**config.mk**
```make
export PLATFORM = sky130hd
export DESIGN_NAME = rsas_search
export DESIGN_NICKNAME = d
export VERILOG_FILES = /design/src/sv/rsas_pkg.sv /design/src/sv/rsas_search.sv
export SDC_FILE = /design/constraint.sdc
export NUM_CORES = 1
export LEC_CHECK = 0
export BUFFER_PORTS_ARGS = -buffer_cell sky130_fd_sc_hd__buf_2
export CORE_ASPECT_RATIO = 1.2
export CORE_MARGIN = 2
export CORE_UTILIZATION = 64
export CTS_CLUSTER_SIZE = 24
export DETAILED_ROUTE_END_ITERATION = 7
export PLACE_DENSITY = 0.95
export SYNTH_ARGS = -nofsm -noshare
export SYNTH_HDL_FRONTEND = slang
export SYNTH_SLANG_ARGS = --single-unit
```
**constraint.sdc**
```tcl
create_clock -name clk -period 13.5 [get_ports clk]
set_input_delay 0.675 -clock clk [delete_from_list [all_inputs] [get_ports clk]]
set_output_delay 0.675 -clock clk [all_outputs]
set_load 0.02 [all_outputs]
```
**src/sv/rsas_pkg.sv**
```systemverilog
package rsas_pkg;

  localparam int COUNT_W = 11;
  localparam int INDEX_W = 10;
  localparam int VALUE_W = 32;

  // input tdata layout, lowest bit up
  localparam int POS_LSB    = 0;
  localparam int VAL_LSB    = POS_LSB + INDEX_W;
  localparam int KEY_LSB    = VAL_LSB + VALUE_W;
  localparam int IN_DATA_W  = 80;
  localparam int OUT_DATA_W = 16;

  typedef enum logic [0:0] {
    FUNC_WRITE  = 1'b0,
    FUNC_SEARCH = 1'b1
  } func_t;

  typedef enum logic [2:0] {
    ST_IDLE,
    ST_LOAD,
    ST_FETCH_HI,
    ST_EVAL,
    ST_DONE
  } rsas_state_t;

  typedef struct packed {
    logic               found;
    logic [INDEX_W-1:0] index;
  } rsas_result_t;

endpackage

```
**src/sv/rsas_search.sv**
```systemverilog
module rsas_search import rsas_pkg::*; #(
  parameter int DEPTH = 1024,
  parameter int AW    = 10,
  parameter int DW    = 32,
  parameter int BW    = 13
) (
  input  logic                 clk,
  input  logic                 rst_n,
  input  logic                 start,
  input  logic signed [DW-1:0] start_key,
  input  logic [COUNT_W-1:0]   count,
  output logic                 idle,
  output logic [AW-1:0]        rd0_addr,
  output logic [AW-1:0]        rd1_addr,
  input  logic [DW-1:0]        rd0_data,
  input  logic [DW-1:0]        rd1_data,
  output logic                 res_valid,
  input  logic                 res_ready,
  output rsas_result_t         res
);

  rsas_state_t state_r, state_nxt;

  logic signed [BW-1:0] low_r, low_nxt;
  logic signed [BW-1:0] high_r, high_nxt;
  logic signed [BW-1:0] mid_r, mid_nxt;
  logic signed [DW-1:0] key_r, key_nxt;
  logic signed [DW-1:0] vm_r, vm_nxt;
  logic signed [DW-1:0] vl_r, vl_nxt;
  logic                 hit_r, hit_nxt;

  logic signed [BW-1:0] count_ext;
  logic signed [BW-1:0] count_sat;
  logic signed [BW-1:0] mid_cur;
  logic signed [BW-1:0] new_low;
  logic signed [BW-1:0] new_high;
  logic signed [BW-1:0] new_mid;
  logic signed [DW-1:0] vh;
  logic                 go_left;
  logic signed [BW-1:0] rd0_addr_b;
  logic signed [BW-1:0] rd1_addr_b;

  assign count_ext = $signed(BW'(count));
  assign count_sat = (count_ext > $signed(BW'(DEPTH))) ? $signed(BW'(DEPTH)) : count_ext;

  assign mid_cur = low_r + ((high_r - low_r) >>> 1);
  assign vh      = $signed(rd1_data);

  // keep the half that can hold the key
  always_comb begin
    if (vl_r <= vm_r) begin
      go_left = (key_r >= vl_r) && (key_r <= vm_r);
    end else begin
      go_left = !((key_r >= vm_r) && (key_r <= vh));
    end
  end

  assign new_low  = go_left ? low_r : mid_r + BW'(1);
  assign new_high = go_left ? mid_r - BW'(1) : high_r;
  assign new_mid  = new_low + ((new_high - new_low) >>> 1);

  always_ff @(posedge clk) begin
    if (!rst_n) begin
      state_r <= ST_IDLE;
      low_r   <= '0;
      high_r  <= '0;
      hit_r   <= 1'b0;
    end else begin
      state_r <= state_nxt;
      low_r   <= low_nxt;
      high_r  <= high_nxt;
      hit_r   <= hit_nxt;
    end
  end

  always_ff @(posedge clk) begin
    mid_r <= mid_nxt;
    key_r <= key_nxt;
    vm_r  <= vm_nxt;
    vl_r  <= vl_nxt;
  end

  always_comb begin
    state_nxt  = state_r;
    low_nxt    = low_r;
    high_nxt   = high_r;
    mid_nxt    = mid_r;
    key_nxt    = key_r;
    vm_nxt     = vm_r;
    vl_nxt     = vl_r;
    hit_nxt    = hit_r;
    rd0_addr_b = mid_cur;
    rd1_addr_b = low_r;
    res_valid  = 1'b0;
    idle       = 1'b0;
    unique case (state_r)
      ST_IDLE: begin
        idle = 1'b1;
        if (start) begin
          key_nxt   = start_key;
          low_nxt   = '0;
          high_nxt  = count_sat - BW'(1);
          hit_nxt   = 1'b0;
          state_nxt = ST_LOAD;
        end
      end
      ST_LOAD: begin
        // reads of mid and low go out this cycle
        if (low_r <= high_r) begin
          mid_nxt   = mid_cur;
          state_nxt = ST_FETCH_HI;
        end else begin
          state_nxt = ST_DONE;
        end
      end
      ST_FETCH_HI: begin
        vm_nxt     = $signed(rd0_data);
        vl_nxt     = $signed(rd1_data);
        rd1_addr_b = high_r;
        state_nxt  = ST_EVAL;
      end
      ST_EVAL: begin
        // next probe reads issue speculatively from the new bounds
        rd0_addr_b = new_mid;
        rd1_addr_b = new_low;
        if (vm_r == key_r) begin
          hit_nxt   = 1'b1;
          state_nxt = ST_DONE;
        end else begin
          low_nxt  = new_low;
          high_nxt = new_high;
          if (new_low <= new_high) begin
            mid_nxt   = new_mid;
            state_nxt = ST_FETCH_HI;
          end else begin
            state_nxt = ST_DONE;
          end
        end
      end
      ST_DONE: begin
        res_valid = 1'b1;
        if (res_ready) begin
          state_nxt = ST_IDLE;
        end
      end
      default: begin
        state_nxt = ST_IDLE;
      end
    endcase
  end

  assign rd0_addr = rd0_addr_b[AW-1:0];
  assign rd1_addr = rd1_addr_b[AW-1:0];

  assign res.found = hit_r;
  assign res.index = hit_r ? mid_r[INDEX_W-1:0] : '0;

endmodule

```
==> metrics.md, run 1 <==
| Metric | Value |
|---|---|
| Post-synthesis cell type with the largest combined area | `sky130_fd_sc_hd__edfxtp_1` |
| Post-placement worst setup slack | `5.679 ns` |
| Final hold slack | `about 0.4 ns` |
| Die extent in x | `125.1 um` |
| NumNets Final | `1,652` |
| Synth unique cells | `74` |
| Total number of vias | `10,220` |
| Critical path's most frequent cell | `sky130_fd_sc_hd__a21oi_1` |
| Count of flip-flops with a built-in enable after synthesis | `109` |
| Result of the run | `complete, no violations` |
| Residual DRC | `0` |
| Most instantiated flip-flop cell in the synthesis netlist | `sky130_fd_sc_hd__edfxtp_1` |
| Maximum count of clock buffers along a single path | `2` |
| Combined area of all synthesized cells | `around 11,000 um^2` |
| Number of clock sinks | `139` |
| Number of nets with antenna violations after detailed routing | `0` |
| Critical-path maximum fanout | `49` |
| Number of instances resized during post-cts repair | `0` |
| Pins over their slew limit | `0` |
| Die extent in y | `about 150 um` |
| Crit Path Class | `reg2out` |
| Yosys Warn Count | `0` |
| Via count of the first global-routing pass | `10,381` |
| Final period util | `61.01%` |
| Post-route setup slack | `5.264 ns` |
| Post-CTS repair timing setup buffer count | `0` |
| Wire length of the first global-routing pass | `52.12 mm` |
| Overall power consumption | `3.309 mW` |
| Share of post-route cells with drive strength above 1 | `14.44%` |
| Post-DR vias/cell | `6.420` |
| Worst min path class | `in2reg` |
| Mean instance size in the synthesized netlist | `around 9.2 um^2` |
| Non-Filler Instances | `roughly 1,600` |
| Initial standard-cell utilization of the core | `64.82%` |
| Maximum capacitance violations | `0` |
| Aggregate routed wire length | `33.47 mm` |
| DR iter-0 viols | `about 1,000` |
| Upper clock frequency limit | `around 120 MHz` |
| Worst skew pair latency | `0.44 ns` |
| Maximum level of the CTS H-tree | `4` |
| Crit path largest cell delay | `0.48 ns` |
| Largest voltage drop on the vdd net | `0.2707 mV` |
| Post-detailed-placement half-perimeter wirelength | `roughly 24 mm` |
| Post-synth top cells | `179 x sky130_fd_sc_hd__ha_1, 155 x sky130_fd_sc_hd__inv_1, 118 x sky130_fd_sc_hd__a21oi_1, 109 x sky130_fd_sc_hd__edfxtp_1, 94 x sky130_fd_sc_hd__nand2_1` |
| Top cell type's share of synthesized area | `between 20% and 30%` |
| Post-synthesis instance total | `1,229` |
| Static Leak | `5.772 nW` |
| Antenna violations before repair | `1` |
| Core Rows | `53` |
| Setup repair after global routing missed its margin | `no` |
| Slew headroom | `approximately two fifths` |
| CTS buffer count | `17` |
| Most area-consuming cells after synthesis | `sky130_fd_sc_hd__edfxtp_1 29%, sky130_fd_sc_hd__ha_1 20%, sky130_fd_sc_hd__dfxtp_1 5.3%, sky130_fd_sc_hd__a21oi_1 5.2%, sky130_fd_sc_hd__inv_1 5.2%` |
| Syn nets | `1,523` |
| DR WL/cell | `21.02 um` |
| P per Cell Area | `approximately 260 nW/um^2` |
| Critical-path top delay cell | `sky130_fd_sc_hd__or3_1` |
| Final core utilization | `72.99%` |
| Clock-pin slew on the worst setup and hold paths | `~0.060 ns` |
| Fraction of registers with async set/reset | `0%` |
| Cell with the most instances after synthesis | `sky130_fd_sc_hd__ha_1` |
| Kind of capture point of the worst setup path | `output pin` |
| Cell total after placement | `1,559` |
| Tightest Pin Transition | `0.9184 ns` |
| Root Buffer Master | `sky130_fd_sc_hd__clkbuf_16` |
| Seq cells post-synth | `139` |
| Max Clock Skew | `between 0.015 and 0.02 ns` |
| Global-route usage over all layers | `35.69%` |
| Post-CTS Hold Fix Bufs | `0` |
| Part of the Yosys area used for sequential elements | `approximately 34%` |
| Hold Fails Final Rpt | `0` |
| Total iterations of the first detailed-routing run | `6` |
| Die ar. | `between 15,000 and 20,000 um^2` |
| Number of top-level pins | `144` |
| Arrival time at the worst endpoint | `7.56 ns` |
| Cell area reported after detailed placement | `12,100 um^2` |
| Area added between synthesis and finish | `12.60%` |
| Final Cell Area | `12,680 um^2` |
| Final count of negative-setup-slack endpoints | `0` |
| Final global-route overflow total | `0` |
| Data required, critical path | `between 10 and 15 ns` |
| Port Buffer Count | `143` |
| TritonCTS clock tree | `done` |
| Setup TNS | `0 ns` |
| Clock period minus final worst setup slack | `approximately 8.2 ns` |
| Maximum number of pins on one net before global-route repair | `65` |
| Category of the worst setup path launch point | `flip-flop` |
| Gp weighted congestion | `approximately 0.99` |
| CORE AREA | `17,370 um^2` |
-- worst max-delay path, delay by kind of cell, from the launching register on --
| family | cells | cell delay (ns) |
|---|---|---|
| XOR/XNOR | 2 | 0.23 |
| flip-flops | 1 | 0.43 |
| adder cells (fa/ha/maj) | 4 | 1.15 |
| AND/OR/NAND/NOR | 6 | 1.50 |
| buffers and inverters | 2 | 0.33 |
| AO/OA/AOI/OAI | 12 | 2.83 |
| multiplexers | 2 | 0.62 |
-- final cells by class --
type | instances | area (um^2)
Clock inverter | 14 | 146.4
Inverter | 156 | 585.6
Sequential cell | 139 | 3874
Tap cell | 220 | 275.3
Clock buffer | 18 | 429.2
Timing Repair Buffer | 148 | 753.2
Multi-Input combinational cell | 896 | 6615
Fill cell | 1206 | 4693
Antenna cell | 1 | 2.502
-- flip-flops by register name, summed over array words and instances (netlist names) --
signal / count
high_r: 13
vl_r: 32
low_r: 13
mid_r: 13
key_r: 32
vm_r: 32
hit_r: 1
state_r: 3
-- layer usage --
metal | up-vias | global-route usage (%) | routed length (um)
met1 | 4788 | 37.39 | 11640
met5 | - | 0 | 0
li1 | 4646 | - | -
met3 | 170 | 6.492 | 2466
met2 | 616 | 64.76 | 16920
met4 | 0 | 24.83 | 2435
-- cell usage in the layout, fill, tap and decap left out, drive strengths merged, types with 6 or more instances in the layout --
cell type and count:
a21boi 6, nand2b 12, edfxtp 109, nand4 30
a22oi 11, buf 148, nor3 16, nor2 73
o21bai 10, mux2i 14, and4 6, inv 159
a21o 21, o211ai 7, nand3 28, nor2b 22
a221oi 8, clkbuf 18, a21oi 119, o21ai 75
a31oi 13, xor2 17, xnor2 51, nand2 95
dfxtp 30, ha 179, nor4 9, and2 17
-- where the power goes --
group          total [mW]  switching (mW)  internal (mW)  leakage (nW)
logic                2.18            1.32          0.861          4.25
clock network       0.470           0.198          0.272         0.268
registers           0.658          0.0873          0.570          1.26
total                3.31            1.61           1.70          5.77
-- worst paths after layout --
kind	from	endpoint	slack, ns	cells past startpoint
setup / recovery	key_r[7]$_DFFE_PP_	rd0_addr[8]	5.26	28
hold / removal	rd0_data[7]	vm_r[7]$_DFFE_PN_	0.41	1
setup reg to reg	key_r[7]$_DFFE_PP_	mid_r[12]$_DFFE_PP_	5.70	31
hold reg to reg	high_r[9]$_SDFFE_PN0P_	high_r[9]$_SDFFE_PN0P_	0.54	2
-- cells by family after synthesis --
| logic type | Yosys count | synth area share [%] |
|---|---|---|
| buf+inv | 194 | 6.910 |
| simple gates | 324 | 14.39 |
| mux | 16 | 1.589 |
| xor+xnor | 68 | 5.288 |
| flops | 139 | 34.40 |
| compound gates | 300 | 16.38 |
| fa+ha+maj | 188 | 21.05 |
Note: power is estimated with default switching activity, not from simulation.
==> run 2: changes to the inputs <==
--- a/config.mk
+++ b/config.mk
@@ -5,13 +5,14 @@
 export SDC_FILE = /design/constraint.sdc
 export NUM_CORES = 1
 export LEC_CHECK = 0
+export ABC_AREA = 1
 export BUFFER_PORTS_ARGS = -buffer_cell sky130_fd_sc_hd__buf_2
 export CORE_ASPECT_RATIO = 1.2
 export CORE_MARGIN = 2
-export CORE_UTILIZATION = 64
+export CORE_UTILIZATION = 60
 export CTS_CLUSTER_SIZE = 24
 export DETAILED_ROUTE_END_ITERATION = 7
-export PLACE_DENSITY = 0.95
+export PLACE_DENSITY = 0.94
 export SYNTH_ARGS = -nofsm -noshare
 export SYNTH_HDL_FRONTEND = slang
 export SYNTH_SLANG_ARGS = --single-unit
==> constraint.sdc (replaced) <==
create_clock -name clk -period 7.75 [get_ports clk]
set_input_delay 0.3875 -clock clk [delete_from_list [all_inputs] [get_ports clk]]
set_output_delay 0.3875 -clock clk [all_outputs]
set_load 0.02 [all_outputs]
==> run 2 against run 1 <==
Effect of this change: utilization shrank 3.6 points; synthesized area grew 2.0%; sequential cell count is the same; first-iteration DRC count grew 8.1%; largest cell class unchanged; clock power grew 86%; clock skew grew 0.00057 ns; sequential power grew 51%; register-to-register slack lost 4.5 ns; highest routed layer is now met5; critical path type unchanged; sequential share of layout area shrank 0.82 points; synthesized cell count grew 18%; largest power group unchanged.
==> metrics.md, run 2 <==
| Metric | Value |
|---|---|
| Post-CTS repair timing setup buffer count | `0 (unchanged)` |
| Maximum level of the CTS H-tree | `4 (unchanged)` |
| Most instantiated flip-flop cell in the synthesis netlist | `sky130_fd_sc_hd__edfxtp_1` |
| Upper clock frequency limit | `142.5 MHz` |
| Largest registers | `key_r x32, vl_r x32, vm_r x32` |
| Cell with the most instances after synthesis | `sky130_fd_sc_hd__nand2_1` |
| Static Leak | `6.600 nW (+14%)` |
| Gp weighted congestion | `1.028 (+3.3%)` |
| Commonest non-fill, non-tap cells in the layout | `324 x sky130_fd_sc_hd__nand2_1, 256 x sky130_fd_sc_hd__inv_1, 179 x sky130_fd_sc_hd__ha_1` |
| Antenna violations before repair | `2 (+1)` |
| Share of post-route cells with drive strength above 1 | `13.46% (-0.98 points)` |
| NumNets Final | `1,886 (+14%)` |
| Origin of the critical flop-to-flop path | `key_r[25]$_DFFE_PP_` |
| Maximum capacitance violations | `0 (unchanged)` |
| Total number of vias | `10,633 (+4.0%)` |
| Maximum number of pins on one net before global-route repair | `72 (+11%)` |
| Tightest Pin Transition | `1.307 ns (+0.3887 ns)` |
| Hold Fails Final Rpt | `0 (unchanged)` |
| Worst min path class | `in2reg` |
| Kind of capture point of the worst setup path | `output pin` |
| DR WL/cell | `17.75 um (-16%)` |
| Area added between synthesis and finish | `13.43%` |
| Non-Filler Instances | `1,863 (+17%)` |
| Synth unique cells | `51 (-31%)` |
| Critical-path top delay cell | `sky130_fd_sc_hd__edfxtp_1` |
| Initial standard-cell utilization of the core | `61.15% (-3.7 points)` |
| Seq cells post-synth | `139 (unchanged)` |
| Final core utilization | `69.36% (-3.6 points)` |
| TritonCTS clock tree | `done` |
| Die ar. | `20,280 um^2 (+8.5%)` |
| Most area-consuming cells after synthesis | `sky130_fd_sc_hd__edfxtp_1 28%, sky130_fd_sc_hd__ha_1 19%, sky130_fd_sc_hd__nand2_1 11%, sky130_fd_sc_hd__inv_1 8.4%, sky130_fd_sc_hd__dfxtp_1 5.2%` |
| Setup TNS | `0 ns (unchanged)` |
| Worst skew pair latency | `0.44 ns (about the same)` |
| Crit Path Class | `reg2out` |
| Category of the worst setup path launch point | `flip-flop` |
| Crit path largest cell delay | `0.48 ns (about the same)` |
| Post-synthesis cell type with the largest combined area | `sky130_fd_sc_hd__edfxtp_1` |
| CTS buffer count | `17 (unchanged)` |
| Critical path launch point | `key_r[25]$_DFFE_PP_` |
| Die extent in x | `130.3 um (+4.2%)` |
| Post-synthesis instance total | `1,456 (+18%)` |
| Post-DR vias/cell | `5.707 (-11%)` |
| Arrival time at the worst endpoint | `6.63 ns (-0.93 ns)` |
| Combined area of all synthesized cells | `11,490 um^2 (+2.0%)` |
| Root Buffer Master | `sky130_fd_sc_hd__clkbuf_16` |
| Wire length of the first global-routing pass | `51.72 mm (-0.77%)` |
| Syn nets | `1,750 (+15%)` |
| Critical path's most frequent cell | `sky130_fd_sc_hd__nand2_1` |
| Hold wc startpoint | `rd0_data[25]` |
| Top cell type's share of synthesized area | `28.49% (-0.57 points)` |
| Slew headroom | `12.54% (-26 points)` |
| P per Cell Area | `321.6 nW/um^2 (+23%)` |
| Yosys Warn Count | `0 (unchanged)` |
| Result of the run | `complete, no violations` |
| Setup repair after global routing missed its margin | `no` |
| Final global-route overflow total | `0 (unchanged)` |
| Overall power consumption | `4.191 mW (+27%)` |
| Post-detailed-placement half-perimeter wirelength | `25.35 mm (+5.5%)` |
| Pins over their slew limit | `0 (unchanged)` |
| Mean instance size in the synthesized netlist | `7.890 um^2 (-14%)` |
| Die extent in y | `155.6 um (+4.2%)` |
| Number of top-level pins | `144 (unchanged)` |
| Global-route usage over all layers | `32.99% (-2.7 points)` |
| Core Rows | `55 (+3.8%)` |
| Final count of negative-setup-slack endpoints | `0 (unchanged)` |
| Residual DRC | `0 (unchanged)` |
| Max Clock Skew | `0.01784 ns (+0.0005673 ns)` |
| Post-synth top cells | `324 x sky130_fd_sc_hd__nand2_1, 256 x sky130_fd_sc_hd__inv_1, 179 x sky130_fd_sc_hd__ha_1, 117 x sky130_fd_sc_hd__a21oi_1, 109 x sky130_fd_sc_hd__edfxtp_1` |
| Data required, critical path | `7.36 ns (-5.46 ns)` |
| Port Buffer Count | `143 (unchanged)` |
| Fraction of registers with async set/reset | `0% (unchanged)` |
| Commonest non-fill, non-tap cell in the layout | `sky130_fd_sc_hd__nand2_1` |
| Clock period minus final worst setup slack | `7.016 ns` |
| Filler Cell Count | `1,449 (+20%)` |
| Cell total after placement | `1,829 (+17%)` |
| Part of the Yosys area used for sequential elements | `33.72% (-0.68 points)` |
| Aggregate routed wire length | `33.07 mm (-1.2%)` |
| Final period util | `90.53%` |
| DR iter-0 viols | `1,081 (+8.1%)` |
| Via count of the first global-routing pass | `10,854 (+4.6%)` |
| Critical-path maximum fanout | `13 (-73%)` |
| Number of clock sinks | `139 (unchanged)` |
| Count of flip-flops with a built-in enable after synthesis | `109 (unchanged)` |
| Total iterations of the first detailed-routing run | `8 (+2)` |
| CORE AREA | `18,790 um^2 (+8.1%)` |
| Maximum count of clock buffers along a single path | `2 (unchanged)` |
| Largest voltage drop on the vdd net | `0.3253 mV (+20%)` |
| Number of nets with antenna violations after detailed routing | `0 (unchanged)` |
| Clock-pin slew on the worst setup and hold paths | `0.07 ns (about the same)` |
==> run 2: cell types whose count changed after synthesis, moves of 20 or more <==
| cell | before | now |
|---|---|---|
| sky130_fd_sc_hd__nor2b_1 | 22 | 0 |
| sky130_fd_sc_hd__nand3_1 | 28 | 48 |
| sky130_fd_sc_hd__nand2_1 | 94 | 324 |
| sky130_fd_sc_hd__xnor2_1 | 51 | 11 |
| sky130_fd_sc_hd__inv_1 | 155 | 256 |
| sky130_fd_sc_hd__nor2_1 | 71 | 99 |
==> run 2: metal layers <==
metal,vias to the layer above,track usage (%),wire length (um)
met5,-,0,12
met4,2,19.46,2013
met3,162,6.344,2203
met2,501,58.14,16530
met1,4840,36.52,12310
li1,5128,-,-
==> run 2: cell type report <==
cell class | instances | area [um^2] | share of cell area (%)
clock buffers | 17 | 425.4 | 3.265
repair buffers | 147 | 745.7 | 5.723
well taps | 256 | 320.3 | 2.458
diodes | 2 | 5.005 | 0.03841
multi-input cells | 1029 | 6502 | 49.90
inverters | 258 | 968.4 | 7.432
clock inverters | 15 | 190.2 | 1.459
flip-flops and latches | 139 | 3874 | 29.73
==> run 2: where the power goes <==
part | switching [mW] | leakage [nW] | internal (mW) | total (mW)
clock network | 0.362 | 0.300 | 0.514 | 0.875
logic | 1.51 | 5.05 | 0.814 | 2.32
registers | 0.0791 | 1.25 | 0.915 | 0.994
total | 1.95 | 6.60 | 2.24 | 4.19
==> run 2: per-stage QoR <==
stage / worst slack, ns / cell area [um^2] / hold slack [ns]
global route: 0.1178 / 13030 / 0.1218
floorplan: 2.296 / 11490 / 0.4354
global placement: 1.481 / 12410 / 0.4491
detailed placement: 1.312 / 12410 / 0.4618
CTS: 0.7667 / 13030 / 0.1231
finish: 0.7342 / 13030 / 0.1171
==> run 2: final timing paths <==
check / endpoint / slack (ns) / cells past startpoint
max: rd0_addr[8] / 0.73 / 29
min: vm_r[25]$_DFFE_PN_ / 0.12 / 1
max reg2reg: mid_r[12]$_DFFE_PP_ / 1.20 / 30
min reg2reg: state_r[0]$_SDFFE_PN0P_ / 0.48 / 1
==> run 2: logic make-up (layout without fill, tap and decap cells) <==
kind of cell | Yosys count | after routing | synth area share [%]
compound gates | 265 | 265 | 13.10
other cells | 0 | 2 | 0
fa+ha+maj | 183 | 183 | 20.19
simple gates | 537 | 537 | 19.82
xor+xnor | 44 | 44 | 3.354
buf+inv | 288 | 437 | 9.813
flops | 139 | 139 | 33.72
==> run 2: what timing repair did <==
item                                    CTS  global route
hold buffers                              0             0
hold endpoints to repair                  0             0
resized for setup                         0             1
endpoints found under the setup margin    0             1
==> run 2: worst max-delay path, delay by kind of cell (launching register included) <==
kind                       cells  cell delay [ns]
AOI/OAI and AO/OA              9             1.72
and+or+nand+nor               13             2.11
xor gates and xnor gates       1             0.19
adders and majority gates      3             1.20
buffers and inverters          3             0.46
DFF                            1             0.48
